### config.mk
export PLATFORM = sky130hd
export DESIGN_NAME = tvs_fifo
export DESIGN_NICKNAME = d
export VERILOG_FILES = /design/src/rtl/tvs_pkg.sv /design/src/rtl/tvs_fifo.sv
export SDC_FILE = /design/constraint.sdc
export NUM_CORES = 1
export LEC_CHECK = 0
export BUFFER_PORTS_ARGS = -buffer_cell sky130_fd_sc_hd__buf_2
export CAP_MARGIN = 30
export CORE_UTILIZATION = 45
export CTS_CLUSTER_SIZE = 20
export DETAILED_ROUTE_END_ITERATION = 8
export PLACE_DENSITY = 0.69
export SLEW_MARGIN = 20
export SYNTH_ARGS = -nofsm -noshare
export SYNTH_HDL_FRONTEND = slang
export SYNTH_SLANG_ARGS = --single-unit
### constraint.sdc
create_clock -name clk_i -period 4.07 [get_ports clk_i]
set_clock_uncertainty 0.2 [all_clocks]
set_input_delay 0.407 -clock clk_i [delete_from_list [all_inputs] [get_ports clk_i]]
set_output_delay 0.407 -clock clk_i [all_outputs]
set_load 0.01 [all_outputs]
### src/rtl/tvs_pkg.sv
// ---------------------------------------------------------------------------
// tvs_pkg: shared types and constants of the trilinear volume sampler
// Command and result codes, port widths, queue depths and item layout helpers.
// ---------------------------------------------------------------------------
package tvs_pkg;

  // Defaults for the top-level parameters
  localparam int MAX_DIM_DEF      = 32;
  localparam int NUM_CHANNELS_DEF = 2;
  localparam int NUM_TIMES_DEF    = 2;
  localparam int VOXEL_BITS_DEF   = 16;
  localparam int FRAC_BITS_DEF    = 8;

  // Fixed port widths
  localparam int COORD_W   = 16;
  localparam int VALUE_W   = 16;
  localparam int OUT_W     = 24;
  localparam int OUT_FRAC  = 8;
  localparam int DIM_REG_W = 6;
  localparam int CFG_IDX_W = 2;

  // Queue depths
  localparam int MID_Q_DEPTH = 4;
  localparam int OUT_Q_DEPTH = 8;

  typedef enum logic [1:0] {
    CMD_WRITE  = 2'd0,
    CMD_SAMPLE = 2'd1,
    CMD_MASK   = 2'd2,
    CMD_NONE   = 2'd3
  } cmd_e;

  typedef enum logic [CFG_IDX_W-1:0] {
    CFG_WIDTH  = 2'd0,
    CFG_HEIGHT = 2'd1,
    CFG_DEPTH  = 2'd2,
    CFG_UNUSED = 2'd3
  } cfg_e;

  typedef enum logic {
    KIND_SAMPLE = 1'b0,
    KIND_MASK   = 1'b1
  } kind_e;

  typedef struct packed {
    kind_e              kind;
    logic [OUT_W-1:0]   value;
    logic               valid;
    logic               hit;
  } res_t;

  // Address bits per axis inside one parity bank
  function automatic int tvs_hw(int max_dim);
    int w;
    w = $clog2((max_dim + 1) / 2);
    return (w < 1) ? 1 : w;
  endfunction

  // Bank address: time, channel, then z, y, x halves
  function automatic int tvs_aw(int max_dim);
    return 2 + 3 * tvs_hw(max_dim);
  endfunction

  // Queue word: op, flag, parity, eight bank addresses, three fractions, data
  function automatic int tvs_item_w(int max_dim, int frac, int vbits);
    return 2 + 1 + 3 + 8 * tvs_aw(max_dim) + 3 * frac + vbits;
  endfunction

endpackage

### src/rtl/tvs_fifo.sv
// ---------------------------------------------------------------------------
// tvs_fifo: small register queue
// Power-of-two depth, head word visible while not empty.
// ---------------------------------------------------------------------------
module tvs_fifo import tvs_pkg::*; #(
  parameter int WIDTH = 8,
  parameter int DEPTH = 4,
  localparam int CNTW = $clog2(DEPTH + 1)
) (
  input  logic             clk_i,
  input  logic             rst_ni,
  input  logic             push_i,
  input  logic [WIDTH-1:0] data_i,
  input  logic             pop_i,
  output logic [WIDTH-1:0] data_o,
  output logic             empty_o,
  output logic             full_o,
  output logic [CNTW-1:0]  count_o
);

  localparam int PW = $clog2(DEPTH);

  logic [WIDTH-1:0] mem_q [DEPTH];
  logic [PW-1:0]    wr_ptr_q, wr_ptr_d;
  logic [PW-1:0]    rd_ptr_q, rd_ptr_d;
  logic [CNTW-1:0]  cnt_q, cnt_d;

  always_comb begin
    wr_ptr_d = wr_ptr_q;
    rd_ptr_d = rd_ptr_q;
    cnt_d    = cnt_q;
    if (push_i) begin
      wr_ptr_d = wr_ptr_q + PW'(1);
    end
    if (pop_i) begin
      rd_ptr_d = rd_ptr_q + PW'(1);
    end
    if (push_i && !pop_i) begin
      cnt_d = cnt_q + CNTW'(1);
    end else if (!push_i && pop_i) begin
      cnt_d = cnt_q - CNTW'(1);
    end
  end

  always_ff @(posedge clk_i or negedge rst_ni) begin
    if (!rst_ni) begin
      wr_ptr_q <= '0;
      rd_ptr_q <= '0;
      cnt_q    <= '0;
    end else begin
      wr_ptr_q <= wr_ptr_d;
      rd_ptr_q <= rd_ptr_d;
      cnt_q    <= cnt_d;
    end
  end

  always_ff @(posedge clk_i) begin
    if (push_i) begin
      mem_q[wr_ptr_q] <= data_i;
    end
  end

  assign data_o  = mem_q[rd_ptr_q];
  assign empty_o = (cnt_q == '0);
  assign full_o  = (cnt_q == CNTW'(DEPTH));
  assign count_o = cnt_q;

  a_no_overflow: assert property (@(posedge clk_i) disable iff (!rst_ni)
    push_i && full_o |-> pop_i)
    else $error("queue written while full");

  a_no_underflow: assert property (@(posedge clk_i) disable iff (!rst_ni)
    pop_i |-> !empty_o)
    else $error("queue read while empty");

endmodule

# Yosys cells after proc, flatten, opt, wreduce, memory -nomap -nowiden

Memory sizes are Yosys's and may differ from the RTL's.
Cells that the tools add are included.
W data, S select, Z words.

Bits in registers: 7
RAM bits: 32
Input bits: 12
Output and inout bits: 13
Word-level logic and storage cells: 19
Memories kept: 1

Memories:

| name  | depth | bits a word | read ports | clocked after Yosys merged registers in | wr ports | RTL line       | RTL |
|---|---|---|---|---|---|---|---|
| mem_q | 4     | 8           | 1          | 0                                       | 1        | tvs_fifo.sv:23 | `logic [WIDTH-1:0] mem_q [DEPTH];` |

Add/subtract/negate cells: 4
Equal/unequal tests: 1
Multiplexer cells: 4
Reductions and logical operators: 6

Operator list:

| cell                  | number |
|---|---|
| $mux W3               | 2 |
| $add A2 B1 Y2 const B | 2 |
| $add A3 B1 Y3 const B | 1 |
| $eq A3 B3 Y1 const B  | 1 |
| $logic_not A3 Y1      | 1 |
| $sub A3 B1 Y3 const B | 1 |
| $logic_and A1 B1 Y1   | 2 |
| $logic_not A1 Y1      | 2 |
| $mux W1               | 2 |
| $reduce_bool A2 Y1    | 1 |

# Logic depth before layout (Yosys ltp)

Depth after elaboration: 4
Gate-level depth with buffers: 7

# Worst setup path after synthesis

Ideal clock, no wire load.

Path kind: input to register
From: input port pop_i
To: register cnt_q[2] (netlist: count_o[2])
Setup time: 79 ps
Data arrival time: 1413 ps
Path slack: 2378 ps
Stages: 7
Buffers on the path: 0
Path through: inv_1 -> ha_1 -> inv_1 -> fa_1 -> xor2_1 -> nor2_1 -> xor2_1

Longest elaborated chain between the ends: 3

RTL lines:

| item                                          | RTL line       | RTL |
|---|---|---|
| from (decl)                                   | tvs_fifo.sv:14 | `input logic pop_i,` |
| $logic_not A1 Y1                              | tvs_fifo.sv:38 | `if (push_i && !pop_i) begin` |
| $logic_and A1 B1 Y1                           | tvs_fifo.sv:38 |  |
| $mux W3 or $reduce_bool A2 Y1 (tied branches) | --             |  |
| to (signal assigned)                          | tvs_fifo.sv:53 | `cnt_q <= cnt_d;` |
| to (decl)                                     | tvs_fifo.sv:26 | `logic [CNTW-1:0] cnt_q, cnt_d;` |

Several ways; a longest one is shown, not always the timed one.
A chain may end at the register's enable or synchronous reset.

# Worst setup path after layout

From: register rd_ptr_q[0]
To: output port data_o[5]

Longest elaborated chain between the ends: 1

RTL lines:

| item                   | RTL line       | RTL |
|---|---|---|
| from (decl)            | tvs_fifo.sv:25 | `logic [PW-1:0] rd_ptr_q, rd_ptr_d;` |
| from (signal assigned) | tvs_fifo.sv:52 | `rd_ptr_q <= rd_ptr_d;` |
| $mem_v2 Z4 W8          | --             |  |
| to (decl)              | tvs_fifo.sv:15 | `output logic [WIDTH-1:0] data_o,` |

No other way between the ends.

==> results.ini <==
[route]
drc = 0
routedWlPerCell_um = 14.9
routed_via_density = 4.85
routed_wl_um = 2250
vias = 732
first_iter_violations = 8
dr.pass1.iters = 3
antenna_left = 0

[logic_synthesis]
netlist_area_um2 = 1550
yosys.area.top_type = edfxtp_1
synthDistinctLibCells = 17
yosys-top-cells-area = edfxtp_1 62%, mux4_2 12%, dfrtp_1 11%
yosys_warnings = 0
synth_top_area_share = 0.621
netlist_instances = 76
ys_seq_area_frac = 0.734
syn_nets = 94
syn_area_per_cell_um2 = 20.4
synth-seq-cells = 39

[global_routing]
antenna_found_initial = 0
use_met1 = 0.184
grt_max_degree = 14
grt.total_usage = 0.155
grt_pass1_wl_um = 3680
grt_pass1_vias = 786
grt_overflow = 0
busiest_layer = met2
met2_usage = 0.240
grt_util_met3 = 0.0725

[worst_setup_path]
crit_type = reg2out
cp_max_fo = 10
crit_path_start_kind = flip-flop
reg2regPathDepth = 4
cp.arrival_ns = 1.82
slowest_stage = dfrtp_1
end_kind = output pin
max_stage_delay_ns = 0.74
worst-endpoint-required_ns = 3.46
path_cells = mux4_2 -> buf_2

[floorplanning]
ios = 25
die_h_um = 60.6
die_w_um = 60.6
die-area_um2 = 3680
core_um2 = 3150
initial_utilization = 0.491
rows = 20

[power_and_ir_drop]
max-vdd-ir-drop_mv = 0.344
finalPower_w = 0.00128
cellLeakagePower_nw = 0.690
p_per_area_nw_per_um2 = 703

[job]
cap_violations = 0

[cells_and_area]
diodes = 0
fin_nets = 124
multi_input_area_um2 = 380
regArea_um2 = 1140
area_growth_pct = 17.7
fillers = 274
drive_gt1_frac = 0.383
final_cells = 151
design_area_um2 = 1820

[cts]
h-tree-depth = 2
post_cts_buffers = 0
cts_resized = 0
ctsLongestPathBuffers = 2
cts_tree = done
cts-root-buf = clkbuf_4
cts_buffers = 5
cts_sinks = 39
clock_latency_ns = 0.34
path_clk_slew_ns = 0.11

[sta]
rsz0062_at_grt = no
worst_pin_slew_ns = 0.600
fmax_mhz = 413
layout_worst_path_cycle_share = 0.596
hold_viol = 0
finalSetupTns_ns = 0
slew_violations = 0
fin_crit_ns = 2.42
setup_viol = 0
slew_headroom = 0.600

[worst_hold_path]
hold_depth = 2
hp-class = in2reg

[outcome]
status = completed

[placement]
gp_congestion = 0.622
dp_cells = 142
postPlaceCellArea_um2 = 1710
io_buffers = 24

## metal layers
layer,part of all wire,routed length [um]
met2,0.52,1160
met3,0.046,103
met5,0,0
met4,0.023,51
met1,0.41,934
## layout make-up
type / count / area share
Multi-Input combinational cell: 31 / 0.209
Tap cell: 44 / 0.0302
Timing Repair Buffer: 25 / 0.0714
Sequential cell: 39 / 0.624
Clock inverter: 3 / 0.0371
Clock buffer: 5 / 0.0206
Inverter: 4 / 0.00824
## through the flow
stage	hold slack (ns)	utilization	worst slack (ns)
floorplan	-0.0886	-	2.38
global placement	0.0483	0.541	2.01
detailed placement	0.0518	0.541	1.98
CTS	0.0420	0.578	1.57
global route	0.0335	0.578	1.48
finish	0.0614	0.578	1.65
## flip-flops by register name (all words and copies together), names as in the netlist
register / flops
wr_ptr_q: 2
count_o: 3
rd_ptr_q: 2
mem_q: 32
## layout by cell type, fill, tap and decap left out, drive strengths merged
cell type,n
clkbuf,5
clkinvlp,1
nor3b,1
nor3,1
xnor2,2
nor2,1
ha,5
and2,4
buf,24
nand2,2
mux4,8
mux2,1
edfxtp,32
fa,1
dlygate4sd3,1
bufinv,2
dfrtp,7
inv,4
o21ai,1
xor2,4
## power by group
part / switching [W] / total (W) / internal, W / leakage, nW
Clock: 0.000126 / 0.000317 / 0.000191 / 0.0514
Sequential: 0.0000913 / 0.000625 / 0.000534 / 0.376
Combinational: 0.000153 / 0.000339 / 0.000186 / 0.263
Total: 0.000370 / 0.00128 / 0.000911 / 0.690
## timing repair
| item | 4_1_cts | 5_1_grt |
|---|---|---|
| setup endpoints to repair | 0 | 0 |
| endpoints found under the hold margin | 7 | 0 |
| hold buffers | 1 | 0 |
## synth_stat cells
| library cell | n |
|---|---|
| edfxtp_1 | 32 |
| mux4_2 | 8 |
| dfrtp_1 | 7 |
| ha_1 | 5 |
| and2_1 | 4 |
| inv_1 | 4 |
| xor2_1 | 4 |
| nand2_1 | 2 |
| xnor2_1 | 2 |
| buf_2 | 1 |
| buf_6 | 1 |
| fa_1 | 1 |
| mux2_2 | 1 |
| nor2_1 | 1 |
| nor3_1 | 1 |
| nor3b_1 | 1 |
| o21ai_0 | 1 |
## critical path: cells and delay by family (launching register included)
kind                   cells  cell delay, ns
buffers and inverters      1            0.15
flip-flops                 1            0.74
multiplexers               1            0.58
## kinds of logic after synthesis
kind of cell,count (synthesis),share of synthesized area
adders and majority gates,6,0.0534
and+or+nand+nor,9,0.0315
buffers and inverters,6,0.0202
xor gates and xnor gates,6,0.0340
AOI/OAI and AO/OA,1,0.00323
DFF,39,0.734
muxes,9,0.124
## worst paths after layout
check / startpoint / endpoint / slack, ns
min: pop_i / rd_ptr_q[0] / 0.06
min reg2reg: count_o[2] / count_o[2] / 0.33
max reg2reg: count_o[0] / count_o[2] / 2.46
min in group asynchronous: rst_ni / count_o[0] / 0.23
max: rd_ptr_q[0] / data_o[5] / 1.65
max in group asynchronous: rst_ni / wr_ptr_q[0] / 3.28
(Power assumes the default switching activity.)
