<file path="config.mk">
export PLATFORM = sky130hd
export DESIGN_NAME = tvs_front
export DESIGN_NICKNAME = d
export VERILOG_FILES = /design/src/rtl/tvs_pkg.sv /design/src/rtl/tvs_front.sv
export SDC_FILE = /design/constraint.sdc
export NUM_CORES = 1
export LEC_CHECK = 0
export BUFFER_PORTS_ARGS = -buffer_cell sky130_fd_sc_hd__buf_4
export CAP_MARGIN = 30
export CORE_ASPECT_RATIO = 1.1
export CORE_MARGIN = 4
export CORE_UTILIZATION = 40
export CTS_CLUSTER_DIAMETER = 80
export DETAILED_ROUTE_END_ITERATION = 7
export GPL_ROUTABILITY_DRIVEN = 1
export PLACE_DENSITY = 0.66
export SETUP_SLACK_MARGIN = 0.15
export SYNTH_ARGS = -nofsm -noshare
export SYNTH_HDL_FRONTEND = slang
export SYNTH_SLANG_ARGS = --single-unit
</file>
<file path="constraint.sdc">
create_clock -name clk_i -period 8.4 [get_ports clk_i]
set_input_delay 2.1 -clock clk_i [delete_from_list [all_inputs] [get_ports clk_i]]
set_output_delay 2.1 -clock clk_i [all_outputs]
set_load 0.02 [all_outputs]
</file>
<file path="src/rtl/tvs_pkg.sv">
// ---------------------------------------------------------------------------
// tvs_pkg: shared types and constants of the trilinear volume sampler
// Command and result codes, port widths, queue depths and item layout helpers.
// ---------------------------------------------------------------------------
package tvs_pkg;

  // Defaults for the top-level parameters
  localparam int MAX_DIM_DEF      = 32;
  localparam int NUM_CHANNELS_DEF = 2;
  localparam int NUM_TIMES_DEF    = 2;
  localparam int VOXEL_BITS_DEF   = 16;
  localparam int FRAC_BITS_DEF    = 8;

  // Fixed port widths
  localparam int COORD_W   = 16;
  localparam int VALUE_W   = 16;
  localparam int OUT_W     = 24;
  localparam int OUT_FRAC  = 8;
  localparam int DIM_REG_W = 6;
  localparam int CFG_IDX_W = 2;

  // Queue depths
  localparam int MID_Q_DEPTH = 4;
  localparam int OUT_Q_DEPTH = 8;

  typedef enum logic [1:0] {
    CMD_WRITE  = 2'd0,
    CMD_SAMPLE = 2'd1,
    CMD_MASK   = 2'd2,
    CMD_NONE   = 2'd3
  } cmd_e;

  typedef enum logic [CFG_IDX_W-1:0] {
    CFG_WIDTH  = 2'd0,
    CFG_HEIGHT = 2'd1,
    CFG_DEPTH  = 2'd2,
    CFG_UNUSED = 2'd3
  } cfg_e;

  typedef enum logic {
    KIND_SAMPLE = 1'b0,
    KIND_MASK   = 1'b1
  } kind_e;

  typedef struct packed {
    kind_e              kind;
    logic [OUT_W-1:0]   value;
    logic               valid;
    logic               hit;
  } res_t;

  // Address bits per axis inside one parity bank
  function automatic int tvs_hw(int max_dim);
    int w;
    w = $clog2((max_dim + 1) / 2);
    return (w < 1) ? 1 : w;
  endfunction

  // Bank address: time, channel, then z, y, x halves
  function automatic int tvs_aw(int max_dim);
    return 2 + 3 * tvs_hw(max_dim);
  endfunction

  // Queue word: op, flag, parity, eight bank addresses, three fractions, data
  function automatic int tvs_item_w(int max_dim, int frac, int vbits);
    return 2 + 1 + 3 + 8 * tvs_aw(max_dim) + 3 * frac + vbits;
  endfunction

endpackage

</file>
<file path="src/rtl/tvs_front.sv">
// ---------------------------------------------------------------------------
// tvs_front: input stage of the volume sampler
// Registers one input word, bounds-checks it and builds the bank addresses.
// ---------------------------------------------------------------------------
module tvs_front import tvs_pkg::*; #(
  parameter int MAX_DIM      = MAX_DIM_DEF,
  parameter int NUM_CHANNELS = NUM_CHANNELS_DEF,
  parameter int NUM_TIMES    = NUM_TIMES_DEF,
  parameter int VOXEL_BITS   = VOXEL_BITS_DEF,
  parameter int FRAC_BITS    = FRAC_BITS_DEF,
  localparam int DW     = $clog2(MAX_DIM + 1),
  localparam int ITEM_W = tvs_item_w(MAX_DIM, FRAC_BITS, VOXEL_BITS)
) (
  input  logic                      clk_i,
  input  logic                      rst_ni,
  input  logic                      in_valid_i,
  output logic                      in_ready_o,
  input  logic [1:0]                command_i,
  input  logic signed [COORD_W-1:0] coord_x_i,
  input  logic signed [COORD_W-1:0] coord_y_i,
  input  logic signed [COORD_W-1:0] coord_z_i,
  input  logic                      channel_i,
  input  logic                      time_point_i,
  input  logic [VALUE_W-1:0]        voxel_value_i,
  input  logic [DW-1:0]             dim_w_i,
  input  logic [DW-1:0]             dim_h_i,
  input  logic [DW-1:0]             dim_d_i,
  output logic                      mid_push_o,
  output logic [ITEM_W-1:0]         mid_item_o,
  input  logic                      mid_full_i
);

  localparam int HW = tvs_hw(MAX_DIM);
  localparam int XW = HW + 1;
  localparam int AW = tvs_aw(MAX_DIM);
  localparam int CW = (DW + FRAC_BITS + 1 > COORD_W + 1) ? DW + FRAC_BITS + 1 : COORD_W + 1;
  localparam logic signed [CW-1:0] HALF   = CW'(2 ** (FRAC_BITS - 1));
  localparam logic signed [CW-1:0] ONE_FX = CW'(2 ** FRAC_BITS);

  logic                      f_valid_q, f_valid_d;
  cmd_e                      f_cmd_q;
  logic signed [COORD_W-1:0] f_x_q, f_y_q, f_z_q;
  logic                      f_chan_q, f_time_q;
  logic [VALUE_W-1:0]        f_val_q;

  logic                      accept;
  logic                      keep;
  logic                      leave;
  logic                      vol_ok;
  logic                      is_samp;
  logic                      flag;

  logic signed [COORD_W-1:0] crd [3];
  logic [DW-1:0]             dim [3];
  logic signed [CW-1:0]      cs [3];
  logic signed [CW-1:0]      dimx [3];
  logic signed [CW-1:0]      lim [3];
  logic signed [CW-1:0]      ms [3];
  logic                      samp_in [3];
  logic                      wr_in [3];
  logic                      msk_in [3];
  logic [XW-1:0]             sel [3];
  logic [FRAC_BITS-1:0]      frac [3];
  logic [HW-1:0]             ha [8][3];
  logic [8*AW-1:0]           addr_flat;

  assign crd[0] = f_x_q;
  assign crd[1] = f_y_q;
  assign crd[2] = f_z_q;
  assign dim[0] = dim_w_i;
  assign dim[1] = dim_h_i;
  assign dim[2] = dim_d_i;

  assign vol_ok  = ((NUM_CHANNELS >= 2) || !f_chan_q) && ((NUM_TIMES >= 2) || !f_time_q);
  assign is_samp = (f_cmd_q == CMD_SAMPLE);

  // Per-axis checks and voxel indices
  always_comb begin
    for (int a = 0; a < 3; a++) begin
      cs[a]      = CW'(crd[a]);
      dimx[a]    = CW'(dim[a]);
      lim[a]     = (dimx[a] - CW'(1)) <<< FRAC_BITS;
      samp_in[a] = (cs[a] > CW'(0)) && (cs[a] < lim[a]);
      wr_in[a]   = !cs[a][CW-1] && ((cs[a] >>> FRAC_BITS) < dimx[a]);
      ms[a]      = cs[a] + HALF;
      // truncation toward zero: anything above minus one rounds to voxel 0
      msk_in[a]  = ms[a][CW-1] ? (ms[a] > -ONE_FX) : ((ms[a] >>> FRAC_BITS) < dimx[a]);
      if (f_cmd_q == CMD_MASK) begin
        sel[a] = ms[a][CW-1] ? '0 : ms[a][FRAC_BITS +: XW];
      end else begin
        sel[a] = cs[a][FRAC_BITS +: XW];
      end
      frac[a] = cs[a][FRAC_BITS-1:0];
    end
  end

  // Bank b holds the corner whose parity is b; an odd base index steps
  // the even banks one voxel pair ahead
  always_comb begin
    for (int b = 0; b < 8; b++) begin
      for (int a = 0; a < 3; a++) begin
        ha[b][a] = sel[a][XW-1:1] + HW'(is_samp && sel[a][0] && !b[a]);
      end
      addr_flat[b*AW +: AW] = {f_time_q, f_chan_q, ha[b][2], ha[b][1], ha[b][0]};
    end
  end

  always_comb begin
    keep = 1'b0;
    flag = 1'b0;
    case (f_cmd_q)
      CMD_WRITE: begin
        keep = vol_ok && wr_in[0] && wr_in[1] && wr_in[2];
        flag = 1'b1;
      end
      CMD_SAMPLE: begin
        keep = 1'b1;
        flag = vol_ok && samp_in[0] && samp_in[1] && samp_in[2];
      end
      CMD_MASK: begin
        keep = 1'b1;
        flag = vol_ok && msk_in[0] && msk_in[1] && msk_in[2];
      end
      default: begin
        keep = 1'b0;
        flag = 1'b0;
      end
    endcase
  end

  assign mid_push_o = f_valid_q && keep && !mid_full_i;
  assign mid_item_o = {f_cmd_q, flag, sel[2][0], sel[1][0], sel[0][0], addr_flat,
                       frac[0], frac[1], frac[2], f_val_q[VOXEL_BITS-1:0]};

  // Drop words that cause nothing; otherwise wait for room in the queue
  assign leave      = f_valid_q && (!keep || !mid_full_i);
  assign in_ready_o = !f_valid_q || leave;
  assign accept     = in_valid_i && in_ready_o;

  always_comb begin
    f_valid_d = f_valid_q;
    if (accept) begin
      f_valid_d = 1'b1;
    end else if (leave) begin
      f_valid_d = 1'b0;
    end
  end

  always_ff @(posedge clk_i or negedge rst_ni) begin
    if (!rst_ni) begin
      f_valid_q <= 1'b0;
    end else begin
      f_valid_q <= f_valid_d;
    end
  end

  always_ff @(posedge clk_i) begin
    if (accept) begin
      f_cmd_q  <= cmd_e'(command_i);
      f_x_q    <= coord_x_i;
      f_y_q    <= coord_y_i;
      f_z_q    <= coord_z_i;
      f_chan_q <= channel_i;
      f_time_q <= time_point_i;
      f_val_q  <= voxel_value_i;
    end
  end

  a_drop_only_idle_cmd: assert property (@(posedge clk_i) disable iff (!rst_ni)
    f_valid_q && (f_cmd_q == CMD_SAMPLE || f_cmd_q == CMD_MASK) && !mid_full_i
    |-> mid_push_o)
    else $error("sample or mask word lost in front stage");

endmodule

</file>
* Word-level counts from Yosys, hierarchy flattened
Cells that the tools add are included.
Storage, ports and cells: register bits after elaboration 69, input bits 90, output and inout port bits 160, logic and storage cells 77
Cells by class: $add $sub $neg 9, order comparisons 15, equal/unequal tests 2, multiplexer cells 13, reductions and logical operators 30
Operators by type and width (number):
- adder 16 x 9 -> 17 bit (second input constant) | 3
- > comparator 17 x 9 -> 1 bit (second input constant) | 3
- > comparator 16 x 1 -> 1 bit (second input constant) | 3
- < comparator 16 x 15 -> 1 bit | 3
- two-way mux 5 bit | 6
- < comparator 9 x 7 -> 1 bit | 3
- < comparator 8 x 7 -> 1 bit | 3
- subtractor 6 x 1 -> 7 bit (second input constant) | 3
- logical AND 1 bit | 19
- adder 4 x 1 -> 4 bit | 3
- zero test 1 bit | 6
- two-way mux 1 bit | 5
- case mux 1 bit (3 select lines) | 1
- equality test 2 x 1 -> 1 bit (second input constant) | 1
- equality test 2 bit (second input constant) | 1
- zero test 2 bit | 1
- logical OR 1 bit | 2
- case mux 1 bit (2 select lines) | 1
- nonzero test 2 bit | 1
- OR reduction 2 bit | 1

* Longest topological paths before layout
Gate-level depths: netlist (run 1).
depth in word-level cells 11, gate-level depth with buffers 13

* Least setup slack after synthesis (run 1)
Ideal clock, no wire load.
kind in2reg, start point input port dim_d_i[1], end point register f_chan_q (enable), library setup time 503 ps, arrival time 5992 ps, data required time 7897 ps, path slack 1905 ps, cell stages on the path 8, buffers on the path 0, cell sequence inv_1 ha_1 a21boi_0 o21ai_0 a21oi_1 or4_1 a21boi_1 nor2b_1
Between the ends: cells in the longest elaborated chain, start to end 9
Ends and longest elaborated chain:
- start, declared | RTL line tvs_front.sv:27 | input logic [DW-1:0] dim_d_i,
- < comparator 8 x 7 -> 1 bit | RTL line tvs_front.sv:84 | wr_in[a] = !cs[a][CW-1] && ((cs[a] >>> FRAC_BITS) < dimx[a]);
- logical AND 1 bit | RTL line tvs_front.sv:84
- logical AND 1 bit | RTL line tvs_front.sv:113 | keep = vol_ok && wr_in[0] && wr_in[1] && wr_in[2];
- case mux 1 bit (2 select lines) | RTL line tvs_front.sv:111 | case (f_cmd_q)
- zero test 1 bit | RTL line tvs_front.sv:136 | assign leave = f_valid_q && (!keep || !mid_full_i);
- logical OR 1 bit | RTL line tvs_front.sv:136
- logical AND 1 bit | RTL line tvs_front.sv:136
- logical OR 1 bit | RTL line tvs_front.sv:137 | assign in_ready_o = !f_valid_q || leave;
- logical AND 1 bit | RTL line tvs_front.sv:138 | assign accept = in_valid_i && in_ready_o;
- named net accept | RTL line tvs_front.sv:46 | logic accept;
- end signal, assigned | RTL line tvs_front.sv:163 | f_chan_q <= channel_i;
- end, declared | RTL line tvs_front.sv:43 | logic f_chan_q, f_time_q;
The timed path passes the listed nets, and every way through them passes these cells. A chain may end at the register's enable or synchronous reset.

* Final worst setup path (run 1)
start point input port dim_w_i[2], end point output port mid_item_o[155]
Between the ends: cells in the longest elaborated chain, start to end 6, elaborated cells on any way between the ends 10, classes of those cells add/sub (1); order compare (2); mux (2); reduce/logical (5)
Ends and longest elaborated chain:
- start, declared | RTL line tvs_front.sv:25 | input logic [DW-1:0] dim_w_i,
- subtractor 6 x 1 -> 7 bit | RTL line tvs_front.sv:82 | lim[a] = (dimx[a] - CW'(1)) <<< FRAC_BITS;
- < comparator 16 x 15 -> 1 bit | RTL line tvs_front.sv:83 | samp_in[a] = (cs[a] > CW'(0)) && (cs[a] < lim[a]);
- logical AND 1 bit | RTL line tvs_front.sv:83
- logical AND 1 bit (2 in series) | RTL line tvs_front.sv:118 | flag = vol_ok && samp_in[0] && samp_in[1] && samp_in[2];
- case mux 1 bit (3 select lines) (*) | RTL line tvs_front.sv:111
- end, declared | RTL line tvs_front.sv:29 | output logic [ITEM_W-1:0] mid_item_o,
Every way passes the cells marked *; elsewhere a longest branch is shown, timed or not.

==> reports/metrics.cfg, run 1 <==
[timing]
max_slew_margin=0.419
fin_setup_tns_ps=0
period_share=0.764
maxSlewViolCount=0
final.min_clock_period_ps=6420
rsz0062_at_grt=false
fin_skew_ps=5.36
hold_viol_final=0
worstMarginPinSlew_ps=872
clock.fmax_mhz=156
final-setup-viol-count=0

[setup_path]
setup.worst_path.start_class=input pin
cp.arrival_ps=4320
endpoint_kind=output port
crit_type=input pin to output port
cp_max_fo=4
reg2reg_depth=8
cp.required_ps=6300

[logic_synthesis]
syn_nets=714
synth_compound_area_frac=0.106
synth_area_per_cell_um2=10.2
synthArstFlopShare=0.0145
synth_cell_types=63
synth-xor-area-share=0.0542
synthMuxAreaShare=0.00996
synth_fa_ha_area_frac=0.155
synth_area_um2=5650
synth-simple-area-share=0.121
synth_flop_cell=edfxtp_1
synth_top_family_by_area=buffers and inverters
yosysWarningCount=0
ys_ff_latch=69
synth-edff-count=68
yosysSeqAreaShare=0.366
synth_cells=554

[grt]
grtUsageTotal=0.185
grt_pass1_wl_um=23800
grt_max_degree=69
grt_overflow_total=0
first_global_vias=4618
antenna_found_initial=0

[drt]
dr.pass1.iters=4
vias=4510
drtAntennaViolNets=0
post_drt_wl_per_cell_um=17.2
via_per_inst=5.10
drcViolationCount=0
drt_iter0_drc=212
finalWirelength_um=15200

[cts]
cts_resized=0
hold_buffers=0
numClockSinks=69
clk_pin_slew_ps=60
cts_tree=built
clock_latency_ps=330
postCtsSetupRepairBufs=0
cts_buffers=9
htree_levels=3
cts_max_path_buffers=2
cts_root_buffer=clkbuf_16

[finish]
drive_above_1_share=0.402
diodes=0
final_util=0.518
fillers=1313
area_growth_pct=26.9
nets=852

[power_and_ir_drop]
p_leak_nw=3.25
irDropWorstVdd_mv=0.184
powerDensity_nw_per_um2=171

[floorplan]
die_h_um=133
die_x_um=121
start_util=0.408
die_area_um2=16100
rows=45
num_io_pins=250
core_um2=13900

[placed_design]
dp_hpwl_um=12600
finalWeightedCongestion=0.900
portBuffers=249

[run]
maxCapViolCount=0

[worst_hold_path]
whs_path_depth=3
min_path_type=flop to flop

[status]
outcome=finished clean

sequential cells by signal (all words and copies together) (netlist names):
name	flops
f_val_q	16
f_x_q	16
f_y_q	16
f_z_q	16
f_cmd_q	2
f_chan_q	1
f_time_q	1
f_valid_q	1
logic make-up after synthesis:
| kind of cell | count (synthesis) |
|---|---|
| xor gates and xnor gates | 35 |
| and+or+nand+nor | 127 |
| AOI/OAI and AO/OA | 87 |
| DFF | 69 |
| buffers and inverters | 161 |
| adders and majority gates | 70 |
| muxes | 5 |
worst max-delay path, cell delays in order:
cell,delay [ps]
buf_4,130
nor3_1,270
nand3_1,130
xnor2_1,140
ha_1,290
a2111oi_0,490
nand2_1,130
o311ai_0,150
nand4_1,170
nand3_1,140
buf_4,160
stage by stage:
step / setup WS [ps] / area (um2) / std cells / power (mW) / hold WS, ps
after global routing: 1700 / 7180 / 885 / 1.30 / 1000
after CTS: 1980 / 7180 / 885 / 1.25 / 912
final: 1980 / 7180 / 885 / 1.23 / 929
after detailed placement: 1990 / 6850 / 869 / 0.834 / 902
after floorplan: 1910 / 5650 / 554 / 0.717 / 717
after global placement: 2170 / 6850 / 869 / 0.826 / 882
Yosys cell counts (2+ instances only):
master / number / area [um2]
buf_4: 113 / 848
or4_1: 4 / 30.0
a211oi_1: 3 / 22.5
nor4_1: 8 / 50.1
nand2b_1: 3 / 18.8
a21oi_1: 16 / 80.1
or3_1: 2 / 12.5
nor2b_1: 2 / 12.5
o31ai_1: 3 / 22.5
clkbuf_1: 3 / 11.3
a2111oi_0: 3 / 26.3
o2bb2ai_1: 2 / 17.5
a211o_1: 2 / 17.5
xor2_1: 5 / 43.8
inv_1: 37 / 139
nor4b_1: 2 / 17.5
xnor2_1: 30 / 263
nand2_1: 27 / 101
nand3_1: 20 / 100
nand4_1: 14 / 87.6
o211ai_1: 8 / 60.1
nor2_1: 17 / 63.8
ha_1: 70 / 876
and2_4: 2 / 17.5
nor3_1: 11 / 55.1
buf_2: 2 / 10.0
buf_6: 2 / 22.5
edfxtp_1: 68 / 2040
and2_1: 3 / 18.8
a21boi_0: 6 / 45.0
o21ai_1: 2 / 10.0
o41ai_1: 2 / 17.5
a22oi_1: 2 / 15.0
o21ai_0: 12 / 60.1
a31o_2: 4 / 35.0
mux2i_1: 3 / 30.0
o21a_1: 2 / 15.0
nand3b_1: 2 / 15.0
a32oi_1: 2 / 17.5
o22ai_1: 8 / 50.1
and3_1: 5 / 31.3
layout by cell type (no fill, tap or decap), drive strengths merged, types with 3 or more instances in the layout:
cell,n
a2111oi,3
a31o,4
a211oi,3
nand2b,3
ha,70
a21oi,16
nor3,12
o211ai,8
nand4,14
inv,40
o31ai,3
mux2i,3
o22ai,9
nand3,20
clkbuf,10
buf,250
nor4,9
o21ai,14
nand2,27
xor2,5
nor2,17
edfxtp,68
a211o,3
or4,4
a21boi,7
xnor2,30
and2,5
and3,6
per-layer routing:
layer / part of all wire / GRT usage
met3: 0.082 / 0.0440
met2: 0.51 / 0.333
met4: 0.013 / 0.0492
met1: 0.39 / 0.220
met5: 0 / 0
layout make-up:
type                       instances  area [um2]  share of cell area
multi-input combinational        324        2530               0.353
clock inverter                     6        95.1              0.0133
sequential                        69        2070               0.288
clock buffer                      10         229              0.0319
timing repair buffer             250        1880               0.262
inverter                          38         143              0.0199
tap                              188         235              0.0328
final timing paths:
kind | end | startpoint | slack, ps
worst max-delay path | mid_item_o[155] | dim_w_i[2] | 1980
worst min-delay path | f_valid_q | f_valid_q | 930
worst max register to register | f_y_q[13] | f_x_q[9] | 5280
worst min register to register | f_valid_q | f_valid_q | 930
max in group asynchronous | f_valid_q | rst_ni | 6760
min in group asynchronous | f_valid_q | rst_ni | 1550
where the power goes:
part           internal [mW]  leakage (nW)  switching (mW)
Combinational          0.169          2.42           0.219
Sequential             0.407         0.671          0.0277
Clock                  0.263         0.158           0.144
Total                  0.839          3.25           0.391
No activity file was read; power rests on OpenSTA's default activity.
==> run 2: changes to the inputs <==
--- a/config.mk
+++ b/config.mk
@@ -5,6 +5,7 @@
 export SDC_FILE = /design/constraint.sdc
 export NUM_CORES = 1
 export LEC_CHECK = 0
+export ABC_AREA = 1
 export BUFFER_PORTS_ARGS = -buffer_cell sky130_fd_sc_hd__buf_4
 export CAP_MARGIN = 30
 export CORE_ASPECT_RATIO = 1.1
@@ -13,7 +14,7 @@
 export CTS_CLUSTER_DIAMETER = 80
 export DETAILED_ROUTE_END_ITERATION = 7
 export GPL_ROUTABILITY_DRIVEN = 1
-export PLACE_DENSITY = 0.66
+export PLACE_DENSITY = 0.69
 export SETUP_SLACK_MARGIN = 0.15
 export SYNTH_ARGS = -nofsm -noshare
 export SYNTH_HDL_FRONTEND = slang
==> constraint.sdc (replaced) <==
create_clock -name clk_i -period 5.6 [get_ports clk_i]
set_input_delay 1.4 -clock clk_i [delete_from_list [all_inputs] [get_ports clk_i]]
set_output_delay 1.4 -clock clk_i [all_outputs]
set_load 0.02 [all_outputs]
==> run 2 against run 1 <==
  * Sequential power rose by 48%
  * Non-clock buffer count rose by 1
  * Routed wire length fell by 2.5%
  * Global-route usage fell by 1.0 points
  * Setup slack got worse by 1100 ps
  * Total power rose by 50%
  * Clock skew rose by 3.5 ps
  * Critical path depth rose by 4
  * Worst hold slack got worse by 270 ps
  * Register-to-register slack got worse by 2600 ps
  * Critical path type unchanged
==> reports/metrics.cfg, run 2 <==
[status]
outcome=finished clean

[placed_design]
placement.cell_area_um2=7180  ; +4.8%
dp_hpwl_um=12400  ; -1.0%
finalWeightedCongestion=0.929  ; +3.2%
portBuffers=249  ; unchanged

[setup_path]
r2r_slack_ps=2670  ; -2610 ps
r2r-end=f_x_q[6]
cp_max_fo=4  ; unchanged
reg2reg_depth=12  ; +4
slowest_delay_ps=350  ; -140 ps
setup.worst_path.start_class=input pin
crit_chain=buf_4 -> inv_1 -> ha_1 -> nand4_1 -> ha_1 -> or2_2 -> o21ai_0 -> nor3_1 -> nand2_1 -> nor2_1 -> nand4_1 -> nand3_1 -> nand2_1 -> inv_1 -> buf_4
cp.required_ps=4200  ; -2100 ps
endpoint_kind=output port
cp.arrival_ps=3320  ; -1000 ps
crit_type=input pin to output port
r2r_start=f_z_q[9]
critPathTopFamily=simple AND/OR/NAND/NOR gates
slowest_stage=ha_1
startpoint=dim_d_i[1]
critPathBufInv=4  ; +2

[finish]
area_growth_pct=27.5
fin_area_um2=7490  ; +4.4%
drive_above_1_share=0.350  ; -0.0514
fillers=1434  ; +9.2%
nets=998  ; +17%
layout_commonest_cell=buf_4
layout_common_cells=buf_4 (249), nand2_1 (130), inv_1 (95)
diodes=0  ; unchanged

[grt]
grt_pass1_wl_um=22800  ; -4.1%
grtUsageTotal=0.175  ; -0.0102
grt_overflow_total=0  ; unchanged
grt_max_degree=37  ; -46%
first_global_vias=4626  ; +0.17%
antenna_found_initial=0  ; unchanged

[timing]
fin_setup_tns_ps=0  ; unchanged
worstMarginPinSlew_ps=800  ; -71.8 ps
clock.fmax_mhz=212
max_slew_margin=0.466  ; +0.0471
hold_viol_final=0  ; unchanged
final.min_clock_period_ps=4720
hold_ws_ps=659  ; -270 ps
maxSlewViolCount=0  ; unchanged
rsz0062_at_grt=false
fin_skew_ps=8.87  ; +3.51 ps
period_share=0.843
final-setup-viol-count=0  ; unchanged

[worst_hold_path]
min_from=f_valid_q
min_path_type=flop to flop
whs_path_depth=4  ; +1
min_to=f_valid_q

[drt]
drt_iter0_drc=321  ; +51%
drtAntennaViolNets=0  ; unchanged
dr.pass1.iters=5  ; +1
finalWirelength_um=14800  ; -2.5%
drcViolationCount=0  ; unchanged
post_drt_wl_per_cell_um=14.4  ; -17%
via_per_inst=4.66  ; -8.6%
vias=4814  ; +6.7%

[cts]
cts_tree=built
cts_buffers=9  ; unchanged
htree_levels=3  ; unchanged
cts_root_buffer=clkbuf_16
clock_latency_ps=340  ; about the same
cts_max_path_buffers=2  ; unchanged
numClockSinks=69  ; unchanged
hold_buffers=0  ; unchanged
clk_pin_slew_ps=50  ; about the same
cts_resized=0  ; unchanged
postCtsSetupRepairBufs=0  ; unchanged

[logic_synthesis]
synth_cells=691  ; +25%
yosys.area.top_type_share=0.347  ; -0.0138
ys_ff_latch=69  ; unchanged
synthTopCellsByCount=nand2_1 (130), buf_4 (113), inv_1 (96)
synth_area_per_cell_um2=8.51  ; -17%
synth.most_common_cell=nand2_1
yosysWarningCount=0  ; unchanged
synth-edff-count=68  ; unchanged
yosysSeqAreaShare=0.352  ; -0.0140
synthArstFlopShare=0.0145  ; unchanged
syn_nets=851  ; +19%
synth_cell_types=36  ; -43%
yosys-top-cells-area=edfxtp_1 (35%), ha_1 (15%), buf_4 (14%)
synth_area_um2=5880  ; +4.0%
yosys.area.top_type=edfxtp_1
synth_flop_cell=edfxtp_1

[floorplan]
die_area_um2=16700  ; +3.7%
core_um2=14400  ; +3.9%
rows=46  ; +2.2%
num_io_pins=250  ; unchanged
start_util=0.409  ; about the same
die_x_um=124  ; +1.8%
die_h_um=135  ; +1.9%

[run]
maxCapViolCount=0  ; unchanged

[power_and_ir_drop]
p_leak_nw=3.78  ; +16%
powerDensity_nw_per_um2=247  ; +44%
irDropWorstVdd_mv=0.225  ; +22%
p_total_mw=1.85  ; +50%

run 2: logic make-up (layout without fill, tap and decap cells):
group | Yosys count | in the layout | share of synthesized area
buffers and inverters | 214 | 365 | 0.209
xor gates and xnor gates | 23 | 23 | 0.0355
adders and majority gates | 70 | 70 | 0.149
and+or+nand+nor | 269 | 269 | 0.205
DFF | 69 | 69 | 0.352
AOI/OAI and AO/OA | 46 | 46 | 0.0496
run 2: worst max-delay path by stage:
stage	to	slack, ps	cells past startpoint
finish	mid_item_o[155]	880	15
global route	mid_item_o[155]	680	15
CTS	mid_item_o[155]	910	15
global placement	mid_item_o[155]	950	15
detailed placement	mid_item_o[155]	930	15
floorplan	mid_item_o[127]	1200	8
run 2: layout make-up:
type,instances,area [um2],share of cell area
multi-input combinational,408,2580,0.345
sequential,69,2070,0.276
timing repair buffer,251,1920,0.256
inverter,99,372,0.0496
tap,192,240,0.0321
clock buffer,9,225,0.0301
clock inverter,6,88.8,0.0119
run 2: worst reg2reg max path: stages (launching register included):
cell	delay, ps
edfxtp_1	540
ha_1	350
o21ai_0	70
nand2_1	80
nand3_1	60
nand2_1	80
nand3_1	90
nand4_1	100
nand2_1	100
nand3_1	130
nand2_1	100
inv_2	590
buf_12	310
run 2: through the flow:
stage                     std cells   util  setup slack [ps]
after global routing           1034  0.521               682
after detailed placement       1019  0.499               925
after global placement         1018  0.497               954
after floorplan                 691      -              1200
final                          1034  0.521               877
after CTS                      1034  0.521               911
run 2: where the power goes:
group	leakage, nW	internal (mW)	switching [mW]	total (mW)
registers	0.672	0.610	0.0341	0.644
clock network	0.147	0.387	0.222	0.610
logic	2.96	0.250	0.344	0.594
run 2: per-layer routing:
layer | vias up | track usage | share of wire
met4 | 0 | 0.0498 | 0.015
met1 | 2156 | 0.208 | 0.40
met5 | - | 0 | 0
met2 | 189 | 0.294 | 0.48
met3 | 17 | 0.0668 | 0.11
li1 | 2452 | - | -
